### src/sv/plst_pkg.sv
// plst_pkg: shared constants, codes and types of the positional list engine
// no dependencies; imported by plst_seq and positional_list_engine
`default_nettype none

package plst_pkg;

	localparam int CAPACITY  = 32;
	localparam int ADDR_W    = (CAPACITY > 1) ? $clog2(CAPACITY) : 1;
	localparam int CNT_W     = $clog2(CAPACITY + 1);
	localparam int EXT_W     = CNT_W + 1;
	localparam int DATA_W    = 32;
	localparam int POS_W     = 8;
	localparam int OP_W      = 3;
	localparam int ST_W      = 2;
	localparam int OUT_CNT_W = 7;

	localparam logic [OP_W-1:0] OP_INS_FRONT = 3'd0;
	localparam logic [OP_W-1:0] OP_INS_END   = 3'd1;
	localparam logic [OP_W-1:0] OP_INS_AT    = 3'd2;
	localparam logic [OP_W-1:0] OP_DEL_FRONT = 3'd3;
	localparam logic [OP_W-1:0] OP_DEL_END   = 3'd4;
	localparam logic [OP_W-1:0] OP_DEL_AT    = 3'd5;
	localparam logic [OP_W-1:0] OP_DUMP      = 3'd6;

	localparam logic [ST_W-1:0] ST_OK     = 2'd0;
	localparam logic [ST_W-1:0] ST_EMPTY  = 2'd1;
	localparam logic [ST_W-1:0] ST_BADPOS = 2'd2;
	localparam logic [ST_W-1:0] ST_FULL   = 2'd3;

	typedef enum logic [3:0] {
		S_IDLE,
		S_CHECK,
		S_INS_RD,
		S_INS_WR,
		S_INS_PUT,
		S_DEL_CAP,
		S_DEL_RD,
		S_DEL_WR,
		S_DUMP_RD,
		S_DUMP_EMIT,
		S_RESP
	} state_t;

	// one result handed from the sequencer to the output register
	typedef struct packed {
		logic                        valid;
		logic signed [DATA_W-1:0]    value;
		logic [ST_W-1:0]             status;
		logic [OUT_CNT_W-1:0]        count;
		logic                        last;
	} res_t;

endpackage

`default_nettype wire

### src/sv/plst_ram.sv
// plst_ram: generic single write, single read RAM with registered read data
// no dependencies; holds the list cells
`default_nettype none

module plst_ram #(
	parameter int WIDTH = 32,
	parameter int DEPTH = 32
) (
	input  wire logic                                    clk,
	input  wire logic                                    we,
	input  wire logic [((DEPTH > 1) ? $clog2(DEPTH) : 1)-1:0] waddr,
	input  wire logic [WIDTH-1:0]                        wdata,
	input  wire logic                                    re,
	input  wire logic [((DEPTH > 1) ? $clog2(DEPTH) : 1)-1:0] raddr,
	output logic      [WIDTH-1:0]                        rdata
);

	logic [WIDTH-1:0] mem [DEPTH];

	always_ff @(posedge clk) begin
		if (we) begin
			mem[waddr] <= wdata;
		end
		if (re) begin
			rdata <= mem[raddr];
		end
	end

endmodule

`default_nettype wire

### src/sv/plst_seq.sv
// plst_seq: sequencer that walks the cell RAM for insert, delete and dump
// depends on plst_pkg and plst_ram
`default_nettype none

module plst_seq (
	input  wire logic                            clk,
	input  wire logic                            arst_n,
	input  wire logic                            start,
	input  wire logic [plst_pkg::OP_W-1:0]       op,
	input  wire logic [plst_pkg::POS_W-1:0]      position,
	input  wire logic signed [plst_pkg::DATA_W-1:0] item_value,
	input  wire logic                            emit_ok,
	output logic                                 idle,
	output plst_pkg::res_t                       res
);

	import plst_pkg::*;

	state_t state_q, state_d;

	logic [OP_W-1:0]          op_q;
	logic [POS_W-1:0]         pos_q;
	logic [DATA_W-1:0]        val_q;
	logic [CNT_W-1:0]         count_q;
	logic [ADDR_W-1:0]        ptr_q;
	logic [ADDR_W-1:0]        tgt_q;
	logic [DATA_W-1:0]        res_val_q;
	logic [ST_W-1:0]          res_st_q;

	logic                     ram_we, ram_re;
	logic [ADDR_W-1:0]        ram_waddr, ram_raddr;
	logic [DATA_W-1:0]        ram_wdata, ram_rdata;

	logic                     is_ins, is_del, is_dump, empty, full;
	logic                     ins_badpos, del_badpos;
	logic [POS_W:0]           pos_x, cnt_px;
	logic [EXT_W-1:0]         cnt_x, ptr_x, ptr_p1, ptr_p2, ptr_m1;
	logic [ADDR_W-1:0]        pos_idx, cnt_idx, last_idx, ins_idx, del_idx;
	logic                     del_more_cap, del_more_wr, dump_last;

	plst_ram #(.WIDTH(DATA_W), .DEPTH(CAPACITY)) u_ram (
		.clk   (clk),
		.we    (ram_we),
		.waddr (ram_waddr),
		.wdata (ram_wdata),
		.re    (ram_re),
		.raddr (ram_raddr),
		.rdata (ram_rdata)
	);

	// decode and the shared pointer step
	always_comb begin
		is_ins  = op_q inside {OP_INS_FRONT, OP_INS_END, OP_INS_AT};
		is_del  = op_q inside {OP_DEL_FRONT, OP_DEL_END, OP_DEL_AT};
		is_dump = (op_q == OP_DUMP);
		empty   = (count_q == '0);
		full    = (count_q >= CNT_W'(CAPACITY));
		pos_x   = {1'b0, pos_q};
		cnt_px  = (POS_W + 1)'(count_q);
		ins_badpos = (op_q == OP_INS_AT) &&
			((pos_q == '0) || (pos_x > cnt_px + (POS_W + 1)'(1)));
		del_badpos = (op_q == OP_DEL_AT) && ((pos_q == '0) || (pos_x > cnt_px));
		pos_idx  = ADDR_W'(pos_q - POS_W'(1));
		cnt_idx  = ADDR_W'(count_q);
		last_idx = ADDR_W'(count_q - CNT_W'(1));
		case (op_q)
			OP_INS_FRONT: ins_idx = '0;
			OP_INS_END:   ins_idx = cnt_idx;
			default:      ins_idx = pos_idx;
		endcase
		case (op_q)
			OP_DEL_FRONT: del_idx = '0;
			OP_DEL_END:   del_idx = last_idx;
			default:      del_idx = pos_idx;
		endcase
		cnt_x  = EXT_W'(count_q);
		ptr_x  = EXT_W'(ptr_q);
		ptr_p1 = ptr_x + EXT_W'(1);
		ptr_p2 = ptr_x + EXT_W'(2);
		ptr_m1 = ptr_x - EXT_W'(1);
		del_more_cap = (ptr_p1 < cnt_x);
		del_more_wr  = (ptr_p2 < cnt_x);
		dump_last    = (ptr_p1 == cnt_x);
	end

	// next state
	always_comb begin
		state_d = state_q;
		case (state_q)
			S_IDLE: begin
				if (start) state_d = S_CHECK;
			end
			S_CHECK: begin
				if (is_ins) begin
					if (ins_badpos || full) state_d = S_RESP;
					else if (ins_idx == cnt_idx) state_d = S_INS_PUT;
					else state_d = S_INS_RD;
				end else if (is_del) begin
					if (empty || del_badpos) state_d = S_RESP;
					else state_d = S_DEL_CAP;
				end else if (is_dump) begin
					if (empty) state_d = S_RESP;
					else state_d = S_DUMP_RD;
				end else begin
					state_d = S_RESP;
				end
			end
			S_INS_RD: state_d = S_INS_WR;
			S_INS_WR: begin
				if (ptr_m1 == EXT_W'(tgt_q)) state_d = S_INS_PUT;
				else state_d = S_INS_RD;
			end
			S_INS_PUT: state_d = S_RESP;
			S_DEL_CAP: begin
				if (del_more_cap) state_d = S_DEL_RD;
				else state_d = S_RESP;
			end
			S_DEL_RD: state_d = S_DEL_WR;
			S_DEL_WR: begin
				if (del_more_wr) state_d = S_DEL_RD;
				else state_d = S_RESP;
			end
			S_DUMP_RD: state_d = S_DUMP_EMIT;
			S_DUMP_EMIT: begin
				if (emit_ok) state_d = dump_last ? S_IDLE : S_DUMP_RD;
			end
			S_RESP: begin
				if (emit_ok) state_d = S_IDLE;
			end
			default: state_d = S_IDLE;
		endcase
	end

	// ram controls and result
	always_comb begin
		idle      = (state_q == S_IDLE);
		ram_we    = 1'b0;
		ram_re    = 1'b0;
		ram_waddr = ptr_q;
		ram_wdata = ram_rdata;
		ram_raddr = ptr_q;
		res.valid  = 1'b0;
		res.value  = res_val_q;
		res.status = res_st_q;
		res.count  = OUT_CNT_W'(count_q);
		res.last   = 1'b1;
		case (state_q)
			S_CHECK: begin
				ram_re    = is_del && !empty && !del_badpos;
				ram_raddr = del_idx;
			end
			S_INS_RD: begin
				ram_re    = 1'b1;
				ram_raddr = ADDR_W'(ptr_m1);
			end
			S_INS_WR: ram_we = 1'b1;
			S_INS_PUT: begin
				ram_we    = 1'b1;
				ram_waddr = tgt_q;
				ram_wdata = val_q;
			end
			S_DEL_RD: begin
				ram_re    = 1'b1;
				ram_raddr = ADDR_W'(ptr_p1);
			end
			S_DEL_WR: ram_we = 1'b1;
			S_DUMP_RD: ram_re = 1'b1;
			S_DUMP_EMIT: begin
				res.valid  = emit_ok;
				res.value  = ram_rdata;
				res.status = ST_OK;
				res.last   = dump_last;
			end
			S_RESP: res.valid = emit_ok;
			default: ;
		endcase
	end

	// control state
	always_ff @(posedge clk or negedge arst_n) begin
		if (!arst_n) begin
			state_q <= S_IDLE;
			count_q <= '0;
		end else begin
			state_q <= state_d;
			if (state_q == S_INS_PUT) begin
				count_q <= count_q + CNT_W'(1);
			end else if ((state_q == S_DEL_CAP && !del_more_cap) ||
			             (state_q == S_DEL_WR && !del_more_wr)) begin
				count_q <= count_q - CNT_W'(1);
			end
		end
	end

	// operands, pointers and pending result
	always_ff @(posedge clk) begin
		case (state_q)
			S_IDLE: begin
				if (start) begin
					op_q  <= op;
					pos_q <= position;
					val_q <= item_value;
				end
			end
			S_CHECK: begin
				res_val_q <= '0;
				if (is_ins) begin
					res_st_q <= ins_badpos ? ST_BADPOS : (full ? ST_FULL : ST_OK);
				end else if (is_del) begin
					res_st_q <= empty ? ST_EMPTY : (del_badpos ? ST_BADPOS : ST_OK);
				end else if (is_dump) begin
					res_st_q <= ST_EMPTY;
				end else begin
					res_st_q <= ST_OK;
				end
				tgt_q <= is_ins ? ins_idx : del_idx;
				ptr_q <= is_ins ? cnt_idx : (is_dump ? '0 : del_idx);
			end
			S_INS_WR:  ptr_q <= ADDR_W'(ptr_m1);
			S_DEL_CAP: res_val_q <= ram_rdata;
			S_DEL_WR:  ptr_q <= ADDR_W'(ptr_p1);
			S_DUMP_EMIT: begin
				if (emit_ok && !dump_last) ptr_q <= ADDR_W'(ptr_p1);
			end
			default: ;
		endcase
	end

endmodule

`default_nettype wire

### src/sv/positional_list_engine.sv
// positional_list_engine: top level, input handshake and output register
// depends on plst_pkg and plst_seq (which holds plst_ram)
//
// channel  | signals                                         | moves
// ---------+-------------------------------------------------+---------------------------
// input    | in_valid, in_ready, op, position, item_value    | one operation per transfer
// output   | out_valid, out_ready, result_value, status,     | one result per transfer,
//          | element_count, last_of_run                      | last_of_run on the final one
//
// insert moves each element from the position on back one cell, and delete moves
// each element after it forward; dump reads then emits each element; rejected ops
// and unused codes go straight to the status result; each op ends in idle, which
// takes the next transfer; each moved element costs a read then a write on the cell ram, whose read data is registered
// reset clears the sequencer and the element count; cells need no clearing
// in_ready is high only while the sequencer is idle; a stalled output
// register holds the walk at the next result
`default_nettype none

module positional_list_engine (
	input  wire logic                                clk,
	input  wire logic                                arst_n,
	input  wire logic                                in_valid,
	output logic                                     in_ready,
	input  wire logic [plst_pkg::OP_W-1:0]           op,
	input  wire logic [plst_pkg::POS_W-1:0]          position,
	input  wire logic signed [plst_pkg::DATA_W-1:0]  item_value,
	output logic                                     out_valid,
	input  wire logic                                out_ready,
	output logic signed [plst_pkg::DATA_W-1:0]       result_value,
	output logic [plst_pkg::ST_W-1:0]                status,
	output logic [plst_pkg::OUT_CNT_W-1:0]           element_count,
	output logic                                     last_of_run
);

	import plst_pkg::*;

	logic  idle;
	logic  emit_ok;
	res_t  res;

	logic                     out_valid_q;
	logic signed [DATA_W-1:0] result_value_q;
	logic [ST_W-1:0]          status_q;
	logic [OUT_CNT_W-1:0]     element_count_q;
	logic                     last_of_run_q;

	// a new result may load when the output register is empty or draining
	assign emit_ok  = !out_valid_q || out_ready;
	assign in_ready = idle;

	plst_seq u_seq (
		.clk        (clk),
		.arst_n     (arst_n),
		.start      (in_valid && in_ready),
		.op         (op),
		.position   (position),
		.item_value (item_value),
		.emit_ok    (emit_ok),
		.idle       (idle),
		.res        (res)
	);

	// output valid flag
	always_ff @(posedge clk or negedge arst_n) begin
		if (!arst_n) begin
			out_valid_q <= 1'b0;
		end else if (res.valid) begin
			out_valid_q <= 1'b1;
		end else if (out_ready) begin
			out_valid_q <= 1'b0;
		end
	end

	// output payload
	always_ff @(posedge clk) begin
		if (res.valid) begin
			result_value_q  <= res.value;
			status_q        <= res.status;
			element_count_q <= res.count;
			last_of_run_q   <= res.last;
		end
	end

	assign out_valid     = out_valid_q;
	assign result_value  = result_value_q;
	assign status        = status_q;
	assign element_count = element_count_q;
	assign last_of_run   = last_of_run_q;

`ifndef SYNTH
	// the sequencer goes busy right after taking an operation
	a_busy_after_accept: assert property (@(posedge clk) disable iff (!arst_n)
		(in_valid && in_ready) |=> !in_ready)
		else $error("in_ready high the cycle after an input transfer");

	// the list never holds more than its capacity
	a_count_bound: assert property (@(posedge clk) disable iff (!arst_n)
		out_valid |-> (element_count <= OUT_CNT_W'(CAPACITY)))
		else $error("element_count above capacity");

	// full is reported only on a full list, empty only on an empty one
	a_full_status: assert property (@(posedge clk) disable iff (!arst_n)
		(out_valid && status == ST_FULL) |-> (element_count == OUT_CNT_W'(CAPACITY)))
		else $error("full status with room left");

	a_empty_status: assert property (@(posedge clk) disable iff (!arst_n)
		(out_valid && status == ST_EMPTY) |-> (element_count == '0))
		else $error("empty status on a non-empty list");

	// only dump results may be non-final, and those are always ok
	a_run_status: assert property (@(posedge clk) disable iff (!arst_n)
		(out_valid && !last_of_run) |-> (status == ST_OK))
		else $error("non-final result with error status");
`endif

endmodule

`default_nettype wire
### config.mk
export PLATFORM = sky130hd
export DESIGN_NAME = positional_list_engine
export DESIGN_NICKNAME = d
export VERILOG_FILES = /design/src/sv/plst_pkg.sv /design/src/sv/plst_ram.sv /design/src/sv/plst_seq.sv /design/src/sv/positional_list_engine.sv
export SDC_FILE = /design/constraint.sdc
export NUM_CORES = 1
export LEC_CHECK = 0
export BUFFER_PORTS_ARGS = -buffer_cell sky130_fd_sc_hd__buf_2
export CORE_MARGIN = 2
export CORE_UTILIZATION = 30
export DETAILED_ROUTE_END_ITERATION = 16
export GPL_ROUTABILITY_DRIVEN = 0
export HOLD_SLACK_MARGIN = 0.05
export PLACE_DENSITY = 0.44
export SLEW_MARGIN = 40
export SYNTH_ARGS = -nofsm -noshare
export SYNTH_HDL_FRONTEND = slang
export SYNTH_HIERARCHICAL = 1
export SYNTH_SLANG_ARGS = --single-unit
### constraint.sdc
create_clock -name clk -period 5.4 [get_ports clk]
set_input_delay 1.08 -clock clk [delete_from_list [all_inputs] [get_ports clk]]
set_output_delay 1.08 -clock clk [all_outputs]
set_load 0.02 [all_outputs]
# Word-level counts from Yosys, hierarchy flattened
# Memory sizes are Yosys's and may differ from the RTL's. A register that Yosys moved wholly into a read port is not among the register bits.
# Cells that the tools add are included.
[totals] ff_bits=139 ramBits=1024 input_bits=47 n_memories=1 elab_cells=129 out_inout_bits=44
[memory_table] name="u_seq.u_ram.mem" depth=32 word_bits=32 read_ports=1 rd_clocked_by_memory_dff=1 wr=1 line="plst_ram.sv:18" rtl="logic [WIDTH-1:0] mem [DEPTH];"
[classes] addsub=7 n_reduce_logical=36 mux=43 eq_ne=23 order_cmp=5
[op_table] cell="32-bit one-hot mux with 2 select lines" count=1
[op_table] cell="4-bit one-hot mux with 11 select lines" count=1
[op_table] cell="4-bit two-way mux" count=10
[op_table] cell="34-bit two-way mux" count=1
[op_table] cell="32-bit two-way mux" count=1
[op_table] cell="5-bit two-way mux" count=5
[op_table] cell="5-bit one-hot mux with 2 select lines" count=2
[op_table] cell="5-bit one-hot mux with 4 select lines" count=1
[op_table] cell="4-bit by 3-bit equality test with 1-bit output, second input constant" count=4
[op_table] cell="2-bit two-way mux" count=8
[op_table] cell="5-bit one-hot mux with 3 select lines" count=1
[op_table] cell="7-bit by 6-bit less-than comparator with 1-bit output" count=2
[op_table] cell="4-bit equality test, second input constant" count=3
[op_table] cell="6-bit two-way mux" count=2
[op_table] cell="3-bit equality test, second input constant" count=3
[op_table] cell="4-bit by 2-bit equality test with 1-bit output, second input constant" count=2
[op_table] cell="8-bit by 6-bit > comparator with 1-bit output" count=1
[op_table] cell="8-bit by 7-bit > comparator with 1-bit output" count=1
[op_table] cell="1-bit logical AND" count=8
[op_table] cell="8-bit zero test" count=1
[op_table] cell="2-bit by 1-bit inequality test with 1-bit output, second input constant" count=4
[op_table] cell="6-bit by 1-bit adder with 7-bit output, second input constant" count=1
[op_table] cell="7-bit by 5-bit equality test with 1-bit output" count=1
[op_table] cell="7-bit by 6-bit equality test with 1-bit output" count=1
[op_table] cell="26 further kinds" count=49

# Depth between registers and ports, before layout
[depth] depth_word=8 depth_mapped=14 mapped_depth_nobuf=12

# Hierarchy
# Netlist, hierarchy kept.
[by_module_without_submodules] mod="plst_ram" cells_each=2260 seq_area_each_um2=31710.4 area_each_um2=40815.4 n_inst=1
[by_module_without_submodules] mod="plst_seq" cells_each=652 seq_area_each_um2=2862.7 area_each_um2=6373.6 n_inst=1
[by_module_without_submodules] mod="positional_list_engine" cells_each=46 seq_area_each_um2=1286.2 area_each_um2=1315.0 n_inst=1

# Worst setup path after synthesis
# OpenSTA, ideal clock, no wires.
[synth_path] path_kind="input -> register" start="input out_ready" end="register out_valid_q (netlist: out_valid)" path_slack_ps=1576 required_time_ps=5322 arrival_time_ps=3746 setup_time_ps=78 n_path_buf=0 cell_stages=4 path_cell_list="nand2b_4 -> nand2_1 -> a21oi_1 -> nand2b_2"
[synth_rtl] element="start, declared" line="positional_list_engine.sv:28" rtl="input wire logic out_ready,"
[synth_rtl] element="end signal, assigned" line="positional_list_engine.sv:66" rtl="out_valid_q <= 1'b0;"
[synth_rtl] element="end signal, assigned" line="positional_list_engine.sv:68" rtl="out_valid_q <= 1'b1;"
[synth_rtl] element="end signal, assigned" line="positional_list_engine.sv:70" rtl="out_valid_q <= 1'b0;"
[synth_rtl] element="end, declared" line="positional_list_engine.sv:41" rtl="logic out_valid_q;"

# Worst setup path after layout
[layout_path] start="register u_seq.count_q[0]" end="register u_seq.u_ram.rdata[10], read port of u_seq.u_ram.mem, data pin"
[layout_rtl] element="start, declared" line="plst_seq.sv:24" rtl="logic [CNT_W-1:0] count_q;"
[layout_rtl] element="start signal, assigned" line="plst_seq.sv:187" rtl="count_q <= count_q + CNT_W'(1);"
[layout_rtl] element="start signal, assigned" line="plst_seq.sv:190" rtl="count_q <= count_q - CNT_W'(1);"
[layout_rtl] element="6-bit by 1-bit subtractor with 6-bit output" line="plst_seq.sv:65" rtl="last_idx = ADDR_W'(count_q - CNT_W'(1));"
[layout_rtl] element="5-bit one-hot mux with 2 select lines" line="plst_seq.sv:71" rtl="case (op_q)"
[layout_rtl] element="5-bit one-hot mux with 3 select lines" line="plst_seq.sv:147" rtl="case (state_q)"
[layout_rtl] element="net u_seq.ram_raddr[4]" line="plst_seq.sv:31" rtl="logic [ADDR_W-1:0] ram_waddr, ram_raddr;"
[layout_rtl] element="end, declared" line="plst_ram.sv:15" rtl="output logic [WIDTH-1:0] rdata"
# The timed path passes the listed nets, and every way through them passes these cells.
# A chain may end at the register's enable or synchronous reset.

==> results.toml <==
[finish]
nNetsFinal = 3224
final_core_util_pct = 35.4
syn_to_final_growth_pct = 17.1
fin_cells = 5409
drive_above_1_share_pct = 16.1
final_cell_area_um2 = 56800

[route]
drt-initial-drc-count = 2015
avgViaCountPerCell = 4.93
vias = 26700
detail_route.wl_per_cell_um = 25.8
first_pass_iters = 5
ant_nets = 0
drc = 0
wl_um = 139000

[yosys]
ys_ff_latch = 1196
synth_cell_type_count = 69
synth_ff_type = "edfxtp_1"
synth_edf_count = 1185
synth-seq-area-share_pct = 73.9
yosysWarnings = 6
netlist_area_um2 = 48500
synthArstFlopShare_pct = 0.920
syn-num-nets = 3039
syn_inst = 2958
syn_area_per_cell_um2 = 16.4

[clock_tree]
holdBufCountCts = 0
cts_tree = "done"
ctsResizeCount = 0
cts_root_buffer = "clkbuf_16"
insertion_delay_ps = 760
postCtsSetupRepairBufs = 0
cts.htree.levels = 4
clk_pin_slew_worst_paths_ps = 60
clk_path_buf_depth = 3
cts_buffers = 134
cts.sinks = 1196

[sta]
hold_viol = 0
fmaxAchievable_mhz = 224
tns_ps = 0
finalHoldWorstSlack_ps = 196
max_slew_margin_pct = 41.5
worst_pin_slew_ps = 878
rsz0062_at_grt = "no"
fin_skew_ps = 25.0
drv_slew = 0
setup_viol = 0
min_period_over_period_pct = 82.7
finalCriticalPeriod_ps = 4460

[worst_setup_path]
worstPathMaxFanout = 17
worstSetupPathType = "flip-flop to flip-flop"
r2r_start = "u_seq/count_q[0]$_DFFE_PN0P_"
reg2reg_depth = 11
critPathArrivalTime_ps = 4930
end_kind = "flip-flop"
ff2ff_setup_slack_ps = 940
startpoint_type = "flip-flop"
regToRegEndpoint = "u_seq/u_ram/rdata[10]$_DFFE_PP_"
cp.required_ps = 5860

[placed_design]
place_area_um2 = 52600
dp_hpwl_um = 84800
port_buffers = 90
dp_cells = 5167

[die]
fp.dieW_um = 406
die_h_um = 406
core-area_um2 = 161000
ioPinCount = 91
rows = 147
die-area_um2 = 165000
start_util_pct = 30.2

[global_route]
grt_pass1_wl_um = 198000
grt_pass1_vias = 26600
grt_max_degree = 92
grtUsageTotal_pct = 16.8
overflow = 0
antenna_found_initial = 5

[power]
vdd_drop_max_uv = 588
p_per_area_nw_per_um2 = 669
power.leakage_nw = 19.4

[worst_hold_path]
min_path_type = "primary input to asynchronous set/reset pin"

[outcome]
status = "complete, no violations"

[run]
drv_cap = 0
[per-layer routing]
metal	vias to the layer above	GRT usage (%)	wire (um)
met5	-	0	0
met4	0	4.02	2630
met3	176	2.57	5370
met2	601	27.5	66900
met1	14000	23.4	64400
li1	11900	-	-
[synthesized netlist by cell type, types with 3 or more instances]
library cell / n / share of area (%)
buf_2: 44 / 0.45
buf_1: 7 / 0.054
edfxtp_1: 1185 / 73
dfrtp_1: 11 / 0.57
nand2b_1: 6 / 0.077
nand3_1: 109 / 1.1
xor2_1: 12 / 0.22
ha_1: 34 / 0.88
nand4_1: 3 / 0.039
or3b_2: 4 / 0.072
o211ai_1: 9 / 0.14
nor2_1: 60 / 0.46
nand3b_1: 5 / 0.077
o21ai_1: 3 / 0.031
a31oi_1: 39 / 0.50
a221oi_1: 6 / 0.11
nor2_2: 3 / 0.039
and2_1: 5 / 0.064
a22o_1: 66 / 1.2
inv_1: 21 / 0.16
nand2_1: 251 / 1.9
nor3_1: 38 / 0.39
buf_4: 36 / 0.56
a21oi_1: 123 / 1.3
o221ai_1: 10 / 0.18
nor2b_1: 12 / 0.15
mux2_2: 32 / 0.74
a22oi_1: 97 / 1.5
buf_6: 19 / 0.44
o31ai_1: 3 / 0.046
xnor2_1: 24 / 0.43
clkbuf_1: 57 / 0.44
mux2i_1: 520 / 11
o21ai_0: 26 / 0.27
and3_1: 34 / 0.44
[registers in the layout, indices dropped and copies added (netlist names)]
signal             flops
u_seq/u_ram/rdata     32
status                 2
last_of_run            1
element_count          7
u_seq/ptr_q            5
u_seq/pos_q            8
out_valid              1
u_seq/count_q          6
u_seq/state_q          4
u_seq/op_q             3
u_seq/res_val_q       32
result_value          32
u_seq/tgt_q            5
u_seq/u_ram/mem     1024
u_seq/val_q           32
u_seq/res_st_q         2
[worst max-delay path, stage by stage, from the launching register on]
cell      delay (ps)
dfrtp_1          730
inv_1            200
ha_1             350
and3_4           200
xnor2_1          350
o221ai_1         190
o21ai_0          470
nand2b_2         790
buf_4            470
a21oi_1          110
nand3_1          170
nand3_1          110
[how the worst max path moves through the flow]
stage                                       from                         endpoint  slack (ps)
floorplan                              out_ready            out_valid$_DFFE_PN0P_        1580
global placement    u_seq/count_q[0]$_DFFE_PN0P_  u_seq/u_ram/rdata[10]$_DFFE_PP_        1080
detailed placement  u_seq/count_q[0]$_DFFE_PN0P_  u_seq/u_ram/rdata[10]$_DFFE_PP_         980
CTS                 u_seq/count_q[0]$_DFFE_PN0P_  u_seq/u_ram/rdata[10]$_DFFE_PP_         920
global route            u_seq/pos_q[0]$_DFFE_PP_  u_seq/u_ram/rdata[10]$_DFFE_PP_         750
finish              u_seq/count_q[0]$_DFFE_PN0P_  u_seq/u_ram/rdata[10]$_DFFE_PP_         940
[final cells by class]
type / instances / area, um^2
diodes: 4 / 10.0
clock buffers: 162 / 3520
clock inverters: 76 / 672
fillers: 15200 / 104000
inverters: 23 / 93.8
multi-input cells: 1574 / 12000
flip-flops and latches: 1196 / 35900
well taps: 2160 / 2700
repair buffers: 214 / 1930
[power breakdown]
| part | internal (mW) | total (mW) | switching (mW) |
|---|---|---|---|
| clock | 5.01 | 8.76 | 3.75 |
| combinational | 5.46 | 16.1 | 10.6 |
| sequential | 12.5 | 13.1 | 0.580 |
[cell families after synthesis]
| logic type | synth area share [%] |
|---|---|
| buffers and inverters | 2.17 |
| other | 0.00773 |
| DFF | 73.9 |
| AOI/OAI and AO/OA | 5.58 |
| xor gates and xnor gates | 0.684 |
| adders and majority gates | 0.877 |
| muxes | 11.5 |
| and+or+nand+nor | 5.27 |
[cell usage in the layout, fill, tap and decap left out, types with 5 or more instances in the layout]
cell type	instances
xnor2_1	24
buf_2	90
nor2_1	26
nor2b_1	9
o221ai_1	10
and3_1	34
nand3b_1	5
clkbuf_16	137
o21ai_0	25
buf_12	26
dfrtp_1	11
a22oi_1	97
a22o_1	66
bufinv_16	7
nand2_2	32
edfxtp_1	1185
inv_1	21
xor2_1	12
buf_16	10
a21oi_1	122
mux2i_1	520
nand3_1	108
clkinv_8	5
buf_4	84
clkinv_2	20
a31oi_1	39
clkinv_1	34
mux2_2	32
nand2_1	219
o211ai_1	9
a221oi_1	5
ha_1	34
nor2_4	35
clkbuf_1	25
nor3_1	38
[stage by stage]
| step | power, mW | setup slack, ps |
|---|---|---|
| after floorplan | 23.6 | 1580 |
| after global placement | 29.4 | 1080 |
| after detailed placement | 29.6 | 976 |
| after CTS | 38.5 | 920 |
| after global routing | 40.0 | 751 |
| final | 38.0 | 936 |
(Power assumes the default switching activity.)
